===== src/hdl/owbm_pkg.sv =====
// ----------------------------------------------------------------------------
// owbm_pkg
// Shared types and codes for the single-wire bus master.
// ----------------------------------------------------------------------------
package owbm_pkg;

	typedef logic [3:0] phase_t;
	typedef logic [1:0] kind_t;
	typedef logic [1:0] drive_t;
	typedef logic [2:0] cfg_index_t;

	// bus phases
	localparam phase_t PH_IDLE      = 4'd0;
	localparam phase_t PH_RST_HIGH  = 4'd1;
	localparam phase_t PH_RST_LOW   = 4'd2;
	localparam phase_t PH_RST_REL   = 4'd3;
	localparam phase_t PH_RST_POLL  = 4'd4;
	localparam phase_t PH_BIT_HIGH  = 4'd5;
	localparam phase_t PH_BIT_LOW   = 4'd6;
	localparam phase_t PH_BIT_REL   = 4'd7;
	localparam phase_t PH_RD_WAIT   = 4'd8;
	localparam phase_t PH_RD_SAMPLE = 4'd9;
	localparam phase_t PH_RD_SLOT   = 4'd10;
	localparam phase_t PH_GAP       = 4'd11;

	// command kinds
	localparam kind_t KIND_RESET = 2'd0;
	localparam kind_t KIND_WRITE = 2'd1;
	localparam kind_t KIND_READ  = 2'd2;
	localparam kind_t KIND_NONE  = 2'd3;

	// line drive codes
	localparam drive_t DRV_REL  = 2'd0;
	localparam drive_t DRV_HIGH = 2'd1;
	localparam drive_t DRV_LOW  = 2'd2;

	// configuration register indexes
	localparam cfg_index_t CFG_UNIT_TICKS   = 3'd0;
	localparam cfg_index_t CFG_SHORT_TICKS  = 3'd1;
	localparam cfg_index_t CFG_RESET_LOW    = 3'd2;
	localparam cfg_index_t CFG_RESET_REL    = 3'd3;
	localparam cfg_index_t CFG_WRITE0_LOW   = 3'd4;
	localparam cfg_index_t CFG_SLOT         = 3'd5;
	localparam cfg_index_t CFG_SAMPLE       = 3'd6;

	// configuration reset values
	localparam logic [11:0] UNIT_TICKS_RST  = 12'd10;
	localparam logic [7:0]  SHORT_TICKS_RST = 8'd2;
	localparam logic [7:0]  RESET_LOW_RST   = 8'd49;
	localparam logic [7:0]  RESET_REL_RST   = 8'd6;
	localparam logic [7:0]  WRITE0_LOW_RST  = 8'd7;
	localparam logic [7:0]  SLOT_RST        = 8'd6;
	localparam logic [7:0]  SAMPLE_RST      = 8'd1;

endpackage


===== src/hdl/one_wire_bus_master.sv =====
// ----------------------------------------------------------------------------
// one_wire_bus_master
// Tick-timed single-wire bus master: bus reset, write byte, read byte.
// ----------------------------------------------------------------------------
// Every request on the input channel is one tick of bus time: it carries the
// sampled line level and, optionally, a command with its data byte. A command
// is only taken while the master is idle, and its first phase is already
// driven on that tick. For each request exactly one result comes out, giving
// the line drive (released, high, low), busy, done, and the byte from the last
// finished read. The master takes one request per clock cycle while in_stall
// is low; a request passes an input register and then the single step
// stage, where the phase sequencer and its tick/unit counters advance and
// the result register loads. The input register lets a new request in
// while a result is held by a stalled output. Timing registers are written
// through the plain write port and should only change while the master is
// idle; zero in a register whose lower bound is one acts as one.
module one_wire_bus_master
	import owbm_pkg::*;
(
	input  logic        clk,
	input  logic        arst_n,
	// request channel
	input  logic        in_valid,
	output logic        in_stall,
	input  logic        cmd_valid,
	input  logic [1:0]  func,
	input  logic [7:0]  data_byte,
	input  logic        line_level,
	// result channel
	output logic        out_valid,
	input  logic        out_stall,
	output logic [1:0]  drive_mode,
	output logic        busy_res,
	output logic        done_res,
	output logic [7:0]  read_value,
	// configuration write port
	input  logic        cfg_we,
	input  logic [2:0]  cfg_index,
	input  logic [11:0] cfg_data
);

	// ------------------------------------------------------------------
	// configuration registers
	// ------------------------------------------------------------------
	logic [11:0] unit_ticks_q;
	logic [7:0]  short_ticks_q;
	logic [7:0]  reset_low_q;
	logic [7:0]  reset_rel_q;
	logic [7:0]  write0_low_q;
	logic [7:0]  slot_q;
	logic [7:0]  sample_q;

	always_ff @(posedge clk or negedge arst_n) begin
		if (!arst_n) begin
			unit_ticks_q  <= UNIT_TICKS_RST;
			short_ticks_q <= SHORT_TICKS_RST;
			reset_low_q   <= RESET_LOW_RST;
			reset_rel_q   <= RESET_REL_RST;
			write0_low_q  <= WRITE0_LOW_RST;
			slot_q        <= SLOT_RST;
			sample_q      <= SAMPLE_RST;
		end else if (cfg_we) begin
			case (cfg_index)
				CFG_UNIT_TICKS:  unit_ticks_q  <= cfg_data;
				CFG_SHORT_TICKS: short_ticks_q <= cfg_data[7:0];
				CFG_RESET_LOW:   reset_low_q   <= cfg_data[7:0];
				CFG_RESET_REL:   reset_rel_q   <= cfg_data[7:0];
				CFG_WRITE0_LOW:  write0_low_q  <= cfg_data[7:0];
				CFG_SLOT:        slot_q        <= cfg_data[7:0];
				CFG_SAMPLE:      sample_q      <= cfg_data[7:0];
				default: ;
			endcase
		end
	end

	// ------------------------------------------------------------------
	// handshake: input register (s1) feeding the result register
	// ------------------------------------------------------------------
	logic       valid_s1;
	logic       cmd_valid_s1;
	logic [1:0] func_s1;
	logic [7:0] data_byte_s1;
	logic       line_level_s1;
	logic       out_valid_q;
	logic       out_free;
	logic       step;
	logic       in_take;

	assign out_free = !out_valid_q || !out_stall;
	assign step     = valid_s1 && out_free;      // s1 request is processed
	assign in_stall = valid_s1 && !out_free;
	assign in_take  = in_valid && !in_stall;

	always_ff @(posedge clk or negedge arst_n) begin
		if (!arst_n) begin
			valid_s1 <= 1'b0;
		end else if (in_take) begin
			valid_s1 <= 1'b1;
		end else if (step) begin
			valid_s1 <= 1'b0;
		end
	end

	always_ff @(posedge clk) begin
		if (in_take) begin
			cmd_valid_s1  <= cmd_valid;
			func_s1       <= func;
			data_byte_s1  <= data_byte;
			line_level_s1 <= line_level;
		end
	end

	// ------------------------------------------------------------------
	// sequencer state
	// ------------------------------------------------------------------
	phase_t      phase_q;
	kind_t       kind_q;
	logic [11:0] tick_q;
	logic [7:0]  unit_q;
	logic [2:0]  bit_q;
	logic [7:0]  shift_q;
	logic [7:0]  last_read_q;

	// state after a possible command start
	phase_t      phase_e;
	kind_t       kind_e;
	logic [11:0] tick_e;
	logic [7:0]  unit_e;
	logic [2:0]  bit_e;
	logic [7:0]  shift_e;

	// next state and result
	phase_t      phase_d;
	logic [11:0] tick_d;
	logic [7:0]  unit_d;
	logic [2:0]  bit_d;
	logic [7:0]  shift_d;
	logic [7:0]  last_read_d;
	drive_t      drive_d;
	logic        busy_d;
	logic        done_d;

	// helpers
	logic        unit_phase;
	logic [7:0]  phase_units;
	phase_t      next_raw;
	phase_t      next_ph;
	logic [11:0] tick_inc;
	logic [7:0]  unit_inc;
	logic [11:0] short_lim;
	logic [11:0] unit_lim;
	logic [7:0]  reset_low_lim;
	logic [7:0]  write0_lim;
	logic        ph_end;

	assign short_lim     = (short_ticks_q == 8'd0) ? 12'd1 : {4'd0, short_ticks_q};
	assign unit_lim      = (unit_ticks_q == 12'd0) ? 12'd1 : unit_ticks_q;
	assign reset_low_lim = (reset_low_q == 8'd0) ? 8'd1 : reset_low_q;
	assign write0_lim    = (write0_low_q == 8'd0) ? 8'd1 : write0_low_q;

	// command start
	always_comb begin
		phase_e = (phase_q > PH_GAP) ? PH_IDLE : phase_q;
		kind_e  = kind_q;
		tick_e  = tick_q;
		unit_e  = unit_q;
		bit_e   = bit_q;
		shift_e = shift_q;
		if (phase_e == PH_IDLE && cmd_valid_s1 && func_s1 != KIND_NONE) begin
			kind_e  = func_s1;
			bit_e   = 3'd0;
			shift_e = (func_s1 == KIND_WRITE) ? data_byte_s1 : 8'd0;
			phase_e = (func_s1 == KIND_RESET) ? PH_RST_HIGH : PH_BIT_HIGH;
			tick_e  = 12'd0;
			unit_e  = 8'd0;
		end
	end

	// phase classification; a zero bit low phase is timed in units
	always_comb begin
		unit_phase = (phase_e == PH_RST_LOW) || (phase_e == PH_RST_REL) ||
			(phase_e == PH_BIT_REL) || (phase_e == PH_RD_WAIT) ||
			(phase_e == PH_RD_SLOT) ||
			(phase_e == PH_BIT_LOW && kind_e == KIND_WRITE && !shift_e[0]);

		case (phase_e)
			PH_RST_LOW: phase_units = reset_low_lim;
			PH_RST_REL: phase_units = reset_rel_q;
			PH_BIT_LOW: phase_units = write0_lim;
			PH_BIT_REL: phase_units = slot_q;
			PH_RD_WAIT: phase_units = sample_q;
			PH_RD_SLOT: phase_units = slot_q;
			default:    phase_units = 8'd0;
		endcase

		case (phase_e)
			PH_RST_HIGH:  next_raw = PH_RST_LOW;
			PH_RST_LOW:   next_raw = PH_RST_REL;
			PH_RST_REL:   next_raw = PH_RST_POLL;
			PH_BIT_HIGH:  next_raw = PH_BIT_LOW;
			PH_BIT_LOW: begin
				if (kind_e == KIND_READ) begin
					next_raw = PH_RD_WAIT;
				end else begin
					next_raw = shift_e[0] ? PH_BIT_REL : PH_GAP;
				end
			end
			PH_BIT_REL:   next_raw = PH_GAP;
			PH_RD_WAIT:   next_raw = PH_RD_SAMPLE;
			PH_RD_SAMPLE: next_raw = PH_RD_SLOT;
			PH_RD_SLOT:   next_raw = PH_GAP;
			default:      next_raw = PH_IDLE;
		endcase

		// a unit-timed phase of zero length is skipped on entry
		case (next_raw)
			PH_RST_REL: next_ph = (reset_rel_q == 8'd0) ? PH_RST_POLL : PH_RST_REL;
			PH_BIT_REL: next_ph = (slot_q == 8'd0) ? PH_GAP : PH_BIT_REL;
			PH_RD_WAIT: next_ph = (sample_q == 8'd0) ? PH_RD_SAMPLE : PH_RD_WAIT;
			PH_RD_SLOT: next_ph = (slot_q == 8'd0) ? PH_GAP : PH_RD_SLOT;
			default:    next_ph = next_raw;
		endcase
	end

	// tick and unit counting
	always_comb begin
		tick_inc = tick_e + 12'd1;
		unit_inc = unit_e + 8'd1;
		ph_end   = 1'b0;
		tick_d   = tick_inc;
		unit_d   = unit_e;
		if (!unit_phase) begin
			ph_end = (tick_inc >= short_lim);
		end else if (tick_inc >= unit_lim) begin
			tick_d = 12'd0;
			unit_d = unit_inc;
			ph_end = (unit_inc >= phase_units);
		end
	end

	// one tick of the sequencer
	always_comb begin
		phase_d     = phase_e;
		bit_d       = bit_e;
		shift_d     = shift_e;
		last_read_d = last_read_q;
		drive_d     = DRV_REL;
		busy_d      = 1'b0;
		done_d      = 1'b0;

		if (phase_e != PH_IDLE) begin
			busy_d = 1'b1;
			if (phase_e == PH_RST_HIGH || phase_e == PH_BIT_HIGH) begin
				drive_d = DRV_HIGH;
			end else if (phase_e == PH_RST_LOW || phase_e == PH_BIT_LOW) begin
				drive_d = DRV_LOW;
			end
		end

		case (phase_e)
			PH_IDLE: ;
			PH_RST_POLL: begin
				if (line_level_s1) begin
					done_d  = 1'b1;
					phase_d = PH_IDLE;
				end
			end
			PH_RD_SAMPLE: begin
				shift_d = {line_level_s1, shift_e[7:1]};
				phase_d = next_ph;
			end
			default: begin
				if (ph_end) begin
					if (phase_e == PH_GAP) begin
						if (kind_e == KIND_WRITE) begin
							shift_d = {1'b0, shift_e[7:1]};
						end
						if (bit_e == 3'd7) begin
							if (kind_e == KIND_READ) begin
								last_read_d = shift_e;
							end
							done_d  = 1'b1;
							phase_d = PH_IDLE;
						end else begin
							bit_d   = bit_e + 3'd1;
							phase_d = PH_BIT_HIGH;
						end
					end else begin
						phase_d = next_ph;
					end
				end
			end
		endcase
	end

	// state registers; every phase change clears the counters
	always_ff @(posedge clk or negedge arst_n) begin
		if (!arst_n) begin
			phase_q     <= PH_IDLE;
			kind_q      <= KIND_RESET;
			tick_q      <= 12'd0;
			unit_q      <= 8'd0;
			bit_q       <= 3'd0;
			shift_q     <= 8'd0;
			last_read_q <= 8'd0;
		end else if (step) begin
			phase_q     <= phase_d;
			kind_q      <= kind_e;
			bit_q       <= bit_d;
			shift_q     <= shift_d;
			last_read_q <= last_read_d;
			if (phase_d != phase_e || phase_e == PH_RD_SAMPLE || done_d) begin
				tick_q <= 12'd0;
				unit_q <= 8'd0;
			end else begin
				tick_q <= tick_d;
				unit_q <= unit_d;
			end
		end
	end

	// ------------------------------------------------------------------
	// result register
	// ------------------------------------------------------------------
	logic [1:0] drive_q;
	logic       busy_q;
	logic       done_q;
	logic [7:0] read_q;

	always_ff @(posedge clk or negedge arst_n) begin
		if (!arst_n) begin
			out_valid_q <= 1'b0;
		end else if (out_free) begin
			out_valid_q <= step;
		end
	end

	always_ff @(posedge clk) begin
		if (step) begin
			drive_q <= drive_d;
			busy_q  <= busy_d;
			done_q  <= done_d;
			read_q  <= last_read_d;
		end
	end

	assign out_valid  = out_valid_q;
	assign drive_mode = drive_q;
	assign busy_res   = busy_q;
	assign done_res   = done_q;
	assign read_value = read_q;

	// ------------------------------------------------------------------
	// assertions
	// ------------------------------------------------------------------
	a_done_busy: assert property (@(posedge clk) disable iff (!arst_n)
		out_valid_q && done_q |-> busy_q)
		else $error("done reported without busy");

	a_idle_released: assert property (@(posedge clk) disable iff (!arst_n)
		out_valid_q && !busy_q |-> drive_q == DRV_REL)
		else $error("line driven while idle");

	a_reset_kind: assert property (@(posedge clk) disable iff (!arst_n)
		(phase_q == PH_RST_HIGH || phase_q == PH_RST_LOW ||
		 phase_q == PH_RST_REL || phase_q == PH_RST_POLL) |-> kind_q == KIND_RESET)
		else $error("reset phase outside a bus reset command");

	a_read_kind: assert property (@(posedge clk) disable iff (!arst_n)
		(phase_q == PH_RD_WAIT || phase_q == PH_RD_SAMPLE ||
		 phase_q == PH_RD_SLOT) |-> kind_q == KIND_READ)
		else $error("read phase outside a read command");

	a_no_step_when_empty: assert property (@(posedge clk) disable iff (!arst_n)
		!valid_s1 |=> $stable(phase_q) || $past(step))
		else $error("sequencer advanced without a request");

endmodule


===== config.mk =====
export PLATFORM = sky130hd
export DESIGN_NAME = one_wire_bus_master
export DESIGN_NICKNAME = d
export VERILOG_FILES = /design/src/hdl/owbm_pkg.sv /design/src/hdl/one_wire_bus_master.sv
export SDC_FILE = /design/constraint.sdc
export NUM_CORES = 1
export LEC_CHECK = 0
export ABC_AREA = 1
export BUFFER_PORTS_ARGS = -buffer_cell sky130_fd_sc_hd__buf_2
export CORE_AREA = 2 2 156 120
export DETAILED_ROUTE_END_ITERATION = 10
export DIE_AREA = 0 0 158 122
export PLACE_DENSITY = 0.6
export SETUP_SLACK_MARGIN = 0.4
export SLEW_MARGIN = 20
export SYNTH_ARGS = -nofsm -noshare
export SYNTH_HDL_FRONTEND = slang
export SYNTH_SLANG_ARGS = --single-unit

===== constraint.sdc =====
create_clock -name clk -period 4.2 [get_ports clk]
set_input_delay 0.63 -clock clk [delete_from_list [all_inputs] [get_ports clk]]
set_output_delay 0.63 -clock clk [all_outputs]
set_load 0.01 [all_outputs]

# After elaboration in Yosys (flattened, before gate mapping)
# Cells that the tools add are included.
# totals
mem_bits_rw	0
output_inout_bits	14
latchBits	0
mem_count	0
register_bits	131
rom_bits	0
inputBits	32
word_cells	165
# classes
n_mul	0
mux	58
n_reduce_logical	47
n_bitwise	1
div	0
eq_ne	27
add_sub_neg	3
shifts	0
order_cmp	4
# ops
operator	n
8-bit 2-to-1 mux	17
12-bit 2-to-1 mux	5
8-bit logical NOT	6
8-bit one-hot mux with 5 select lines	1
4-bit 2-to-1 mux	8
4-bit one-hot mux with 8 select lines	1
4-bit equality test, second input constant	6
3-bit 2-to-1 mux	8
4-bit by 3-bit equality test with 1-bit output, second input constant	5
4-bit one-hot mux with 4 select lines	1
8-bit one-hot mux with 2 select lines	1
2-bit AND reduction	7
12-bit by 1-bit adder with 12-bit output, second input constant	1
3-bit equality test, second input constant	4
4-bit by 2-bit equality test with 1-bit output, second input constant	3
12-bit >= comparator	1
12-bit by 8-bit >= comparator with 1-bit output	1
12-bit logical NOT	1
1-bit 2-to-1 mux	12
4-bit one-hot mux with 3 select lines	1
1-bit logical OR	10
8-bit by 1-bit adder with 8-bit output, second input constant	1
8-bit >= comparator	1
4-bit logical NOT	2
20 further kinds	36

# Depth between registers and ports, before layout
# logic_depth
word_depth	19
depth_mapped	34
depth_no_buf	31

# Worst setup path after synthesis
# OpenSTA, ideal clock, no wires.
# synth_path
path_kind	register -> register
startpoint	register phase_q[2]
endpoint	register unit_q[4]
setup_time_ps	65
path_stages_with_launch	33
n_path_buf	4
required_time_ps	4135
period_less_slack_ps	3936
t_arrival_ps	3871
slack_ps	264
cell_sequence	dfrtp_1 inv_1 ha_1 nand3_1 nor2_2 buf_4 buf_4 clkbuf_1 nor2_1 ha_1 nand3_1 nor2_1 nand2_1 xor2_1 inv_1 ha_1 nand2_1 nor2_1 nand4_1 o2111ai_1 nand2_1 nand2_1 nand2_4 nand2_1 nand2_1 nand2_1 nand2_1 nand2_1 nand2_1 nor2_4 buf_8 nand3_2 nand2_1
# synth_between
elab_chain_cells	19
elab_cells_between_ends	67
classes_between	add/sub (2); order compare (4); eq/ne (19); mux (26); reduce/logical (16)
# synth_rtl
element	line_no	text
start, declared	one_wire_bus_master.sv:116	phase_t phase_q;
start signal, assigned	one_wire_bus_master.sv:307	phase_q <= phase_d;
4-bit greater-than comparator	one_wire_bus_master.sv:163	phase_e = (phase_q > PH_GAP) ? PH_IDLE : phase_q;
4-bit 2-to-1 mux *	one_wire_bus_master.sv:163	
branches (longest 16 deep; another with 12-bit by 1-bit adder with 12-bit output)	n/a	
8-bit 2-to-1 mux *	one_wire_bus_master.sv:312	if (phase_d != phase_e || phase_e == PH_RD_SAMPLE || done_d) begin
end signal, assigned	one_wire_bus_master.sv:317	unit_q <= unit_d;
end, declared	one_wire_bus_master.sv:119	logic [7:0] unit_q;
# Every way passes the cells marked *.
# A chain may end at the register's enable or synchronous reset.

# Worst setup path after layout
# layout_path
startpoint	register phase_q[3]
endpoint	register unit_q[4]
# Same word-level chain as after synthesis.

==> qor.tcl <==
set qor(finalCritPeriodShare) 0.975
set qor(ys_warn_count) 0
set qor(clk_pin_slew_worst_paths_ps) 60
set qor(total_clock_buffers_created_by_cts) 17
set qor(mappedNetlistNets) 1058
set qor(insertedDiodeCount) 0
set qor(core.rowCount) 43
set qor(final-hold-violation-count) 0
set qor(met2_wirelength_um) 9870
set qor(period_minus_slack_ps) 4100
set qor(detailed_route_wl_um) 21900
set qor(clk_root_buffer_cell) {sky130_fd_sc_hd__clkbuf_16}
set qor(cts_hold_repair.buffers) 0
set qor(ys_types) 48
set qor(synth_top_area_frac) 0.296
set qor(largest_area_contributor_in_the_netlist) {sky130_fd_sc_hd__dfrtp_1}
set qor(worst_ir_drop_vdd_uv) 361
set qor(synth_most_common_cell) {sky130_fd_sc_hd__nand2_1}
set qor(chipHeight_um) 122
set qor(timing.final.ws_setup_ps) 103
set qor(floorplan.io_pins) 46
set qor(grt_remaining_overflow) 0
set qor(maxSlewViolCount) 0
set qor(post-place-cells) 1300
set qor(synth_cells) 992
set qor(start_util) 0.437
set qor(detail_route.iter0.violations) 625
set qor(timing.critical_path.arrival_ps) 4470
set qor(timing.max_cap.violations) 0
set qor(drt_pass1_iterations) 7
set qor(combined_area_of_the_multi_input_logic_cells_um2) 4230
set qor(top_regs) {tick_q: 12 flops, unit_ticks_q: 12 flops}
set qor(place_worst_setup_slack_ps) -209
set qor(worstPathMaxFanout) 8
set qor(synthesis.area_um2) 7850
set qor(final_net_count) 1186
set qor(synth_edf_count) 24
set qor(yosys-top-cells-area) {sky130_fd_sc_hd__dfrtp_1 (30%), sky130_fd_sc_hd__nand2_1 (13%), sky130_fd_sc_hd__edfxtp_1 (9.2%)}
set qor(cellPowerDensity_nw_per_um2) 685
set qor(floorplan.die_area_um2) 19300
set qor(clock.fmax_mhz) 244
set qor(number_of_global_route_vias_before_repair) 6636
set qor(fp.coreArea_um2) 18000
set qor(drive_gt1_frac) 0.292
set qor(finish.cell_count_without_fillers) 1380
set qor(dpl.hpwl_um) 14300
set qor(gp_congestion) 0.862
set qor(final.setup.tns_ps) 0
set qor(synthToLayoutAreaGrowth_pct) 29.9
set qor(slew-limit-headroom) 0.493
set qor(drc) 0
set qor(vias_per_cell) 5.14
set qor(startpoint_class_of_the_critical_path) {register}
set qor(min_path_type) {in2async}
set qor(ys_dominant_reg_cell) {sky130_fd_sc_hd__dfrtp_1}
set qor(cts_max_level) 4
set qor(synth_top_cells_by_count) {sky130_fd_sc_hd__nand2_1 (275), sky130_fd_sc_hd__inv_1 (129), sky130_fd_sc_hd__o21ai_0 (94)}
set qor(grt_pass1_wl_um) 34900
set qor(hold_slack_ps) 267
set qor(rsz0062_at_grt) {true}
set qor(worst_setup_path_end_kind) {register}
set qor(grt_start_max_net_pins) 60
set qor(tritoncts) {done}
set qor(syn_avg_cell_area_um2) 7.92
set qor(die_width_um) 158
set qor(antenna_violating_nets_post_route) 0
set qor(routedLengthMet1_um) 10400
set qor(cts_num_sinks) 131
set qor(insertion_delay_ps) 440
set qor(fin_skew_ps) 27.6
set qor(crit_slowest_cell) {sky130_fd_sc_hd__dfrtp_1}
set qor(worst_pin_slew_ps) 760
set qor(wl_met3_um) 1320
set qor(grt_antenna_before_repair) 0
set qor(reg2regPathDepth) 29
set qor(detail_route.wl_per_cell_um) 15.9
set qor(vias) 7095
set qor(final-setup-viol-count) 0
set qor(worst-setup-path-type) {reg2reg}
set qor(highest_layer) {met4}
set qor(leak_nw) 4.93
set qor(timing.critical_path.mode_cell) {sky130_fd_sc_hd__nand2_2}
set qor(synth-seq-cells) 131
set qor(clockBufferDepth) 2
set qor(cp_slowest_stage_delay_ps) 430
set qor(layout.area.seq_um2) 3420
set qor(gr-usage-all-layers) 0.236
set qor(outcome) {finished, final reports clean}
set qor(critical_path_required_ps) 4580
set qor(io_buffer_count) 45
set qor(fillers) 1611
set qor(synth-seq-area-share) 0.435
set qor(async_flop_share) 0.817
[worst max-delay path, delay by kind of cell (launching register included)]
| family | cells | cell delay [ps] |
|---|---|---|
| buffers and inverters | 5 | 700 |
| xor gates and xnor gates | 1 | 250 |
| DFF | 1 | 430 |
| and+or+nand+nor | 19 | 1770 |
| AOI/OAI and AO/OA | 2 | 250 |
| adders and majority gates | 2 | 640 |
[area by class of cell]
type | instances | share of cell area
clock buffer | 19 | 0.0434
clock inverter | 13 | 0.0143
inverter | 139 | 0.0519
multi-input combinational | 694 | 0.414
sequential | 131 | 0.335
tap | 247 | 0.0303
timing repair buffer | 137 | 0.111
[logic make-up (layout without fill, tap and decap cells)]
logic type                 Yosys count  count (layout)  share of synthesized area
and+or+nand+nor                    466             467                      0.273
AOI/OAI and AO/OA                  183             183                      0.134
buffers and inverters              168             308                     0.0924
DFF                                131             131                      0.435
adders and majority gates           34              34                     0.0542
xor gates and xnor gates            10              10                     0.0121
[path summary, 6_finish.rpt]
check                        startpoint              end  slack [ps]
setup / recovery             phase_q[3]        unit_q[4]         100
hold / removal                   arst_n   reset_rel_q[5]         270
setup reg to reg             phase_q[3]        unit_q[4]         100
hold reg to reg               unit_q[2]        unit_q[2]         470
max in group asynchronous        arst_n       phase_q[3]        3200
min in group clk           data_byte[1]  data_byte_s1[1]         360
[cell usage in the layout (no fill, tap or decap), drive strengths merged, types with 3 or more instances in the layout]
cell type / count
nand2: 287
inv: 141
buf: 136
o21ai: 102
dfrtp: 93
nor2: 87
nand3: 66
ha: 34
a21oi: 33
edfxtp: 24
clkbuf: 20
dfstp: 14
a22oi: 12
nor4: 11
nand4: 10
clkinv: 9
xor2: 8
o211ai: 7
a221oi: 5
a211oi: 5
a31oi: 4
o22ai: 3
o2111ai: 3
[timing repair]
action                     CTS  global route
cloned                       4             2
setup endpoints to repair   44            50
resized for setup           75            75
buffers inserted            30            12
pin swaps                   19            41
[report_power, final]
group          total, mW  switching (mW)  internal [mW]
sequential          1.70           0.159           1.54
combinational       3.78            2.07           1.71
clock               1.51           0.607          0.898
[routing by layer]
metal,vias to the layer above,global-route usage
met4,0,0.0704
met5,-,0
met2,235,0.352
li1,3507,-
met3,24,0.0516
met1,3329,0.342
[metrics by stage]
stage,area [um2],power (mW),utilization
detailed placement,8580,4.04,0.478
finish,10200,6.99,0.568
floorplan,7900,3.41,-
global placement,8580,4.02,0.478
global route,10200,7.38,0.568
CTS,9830,6.68,0.547
Power figures use the tool's default switching activity.
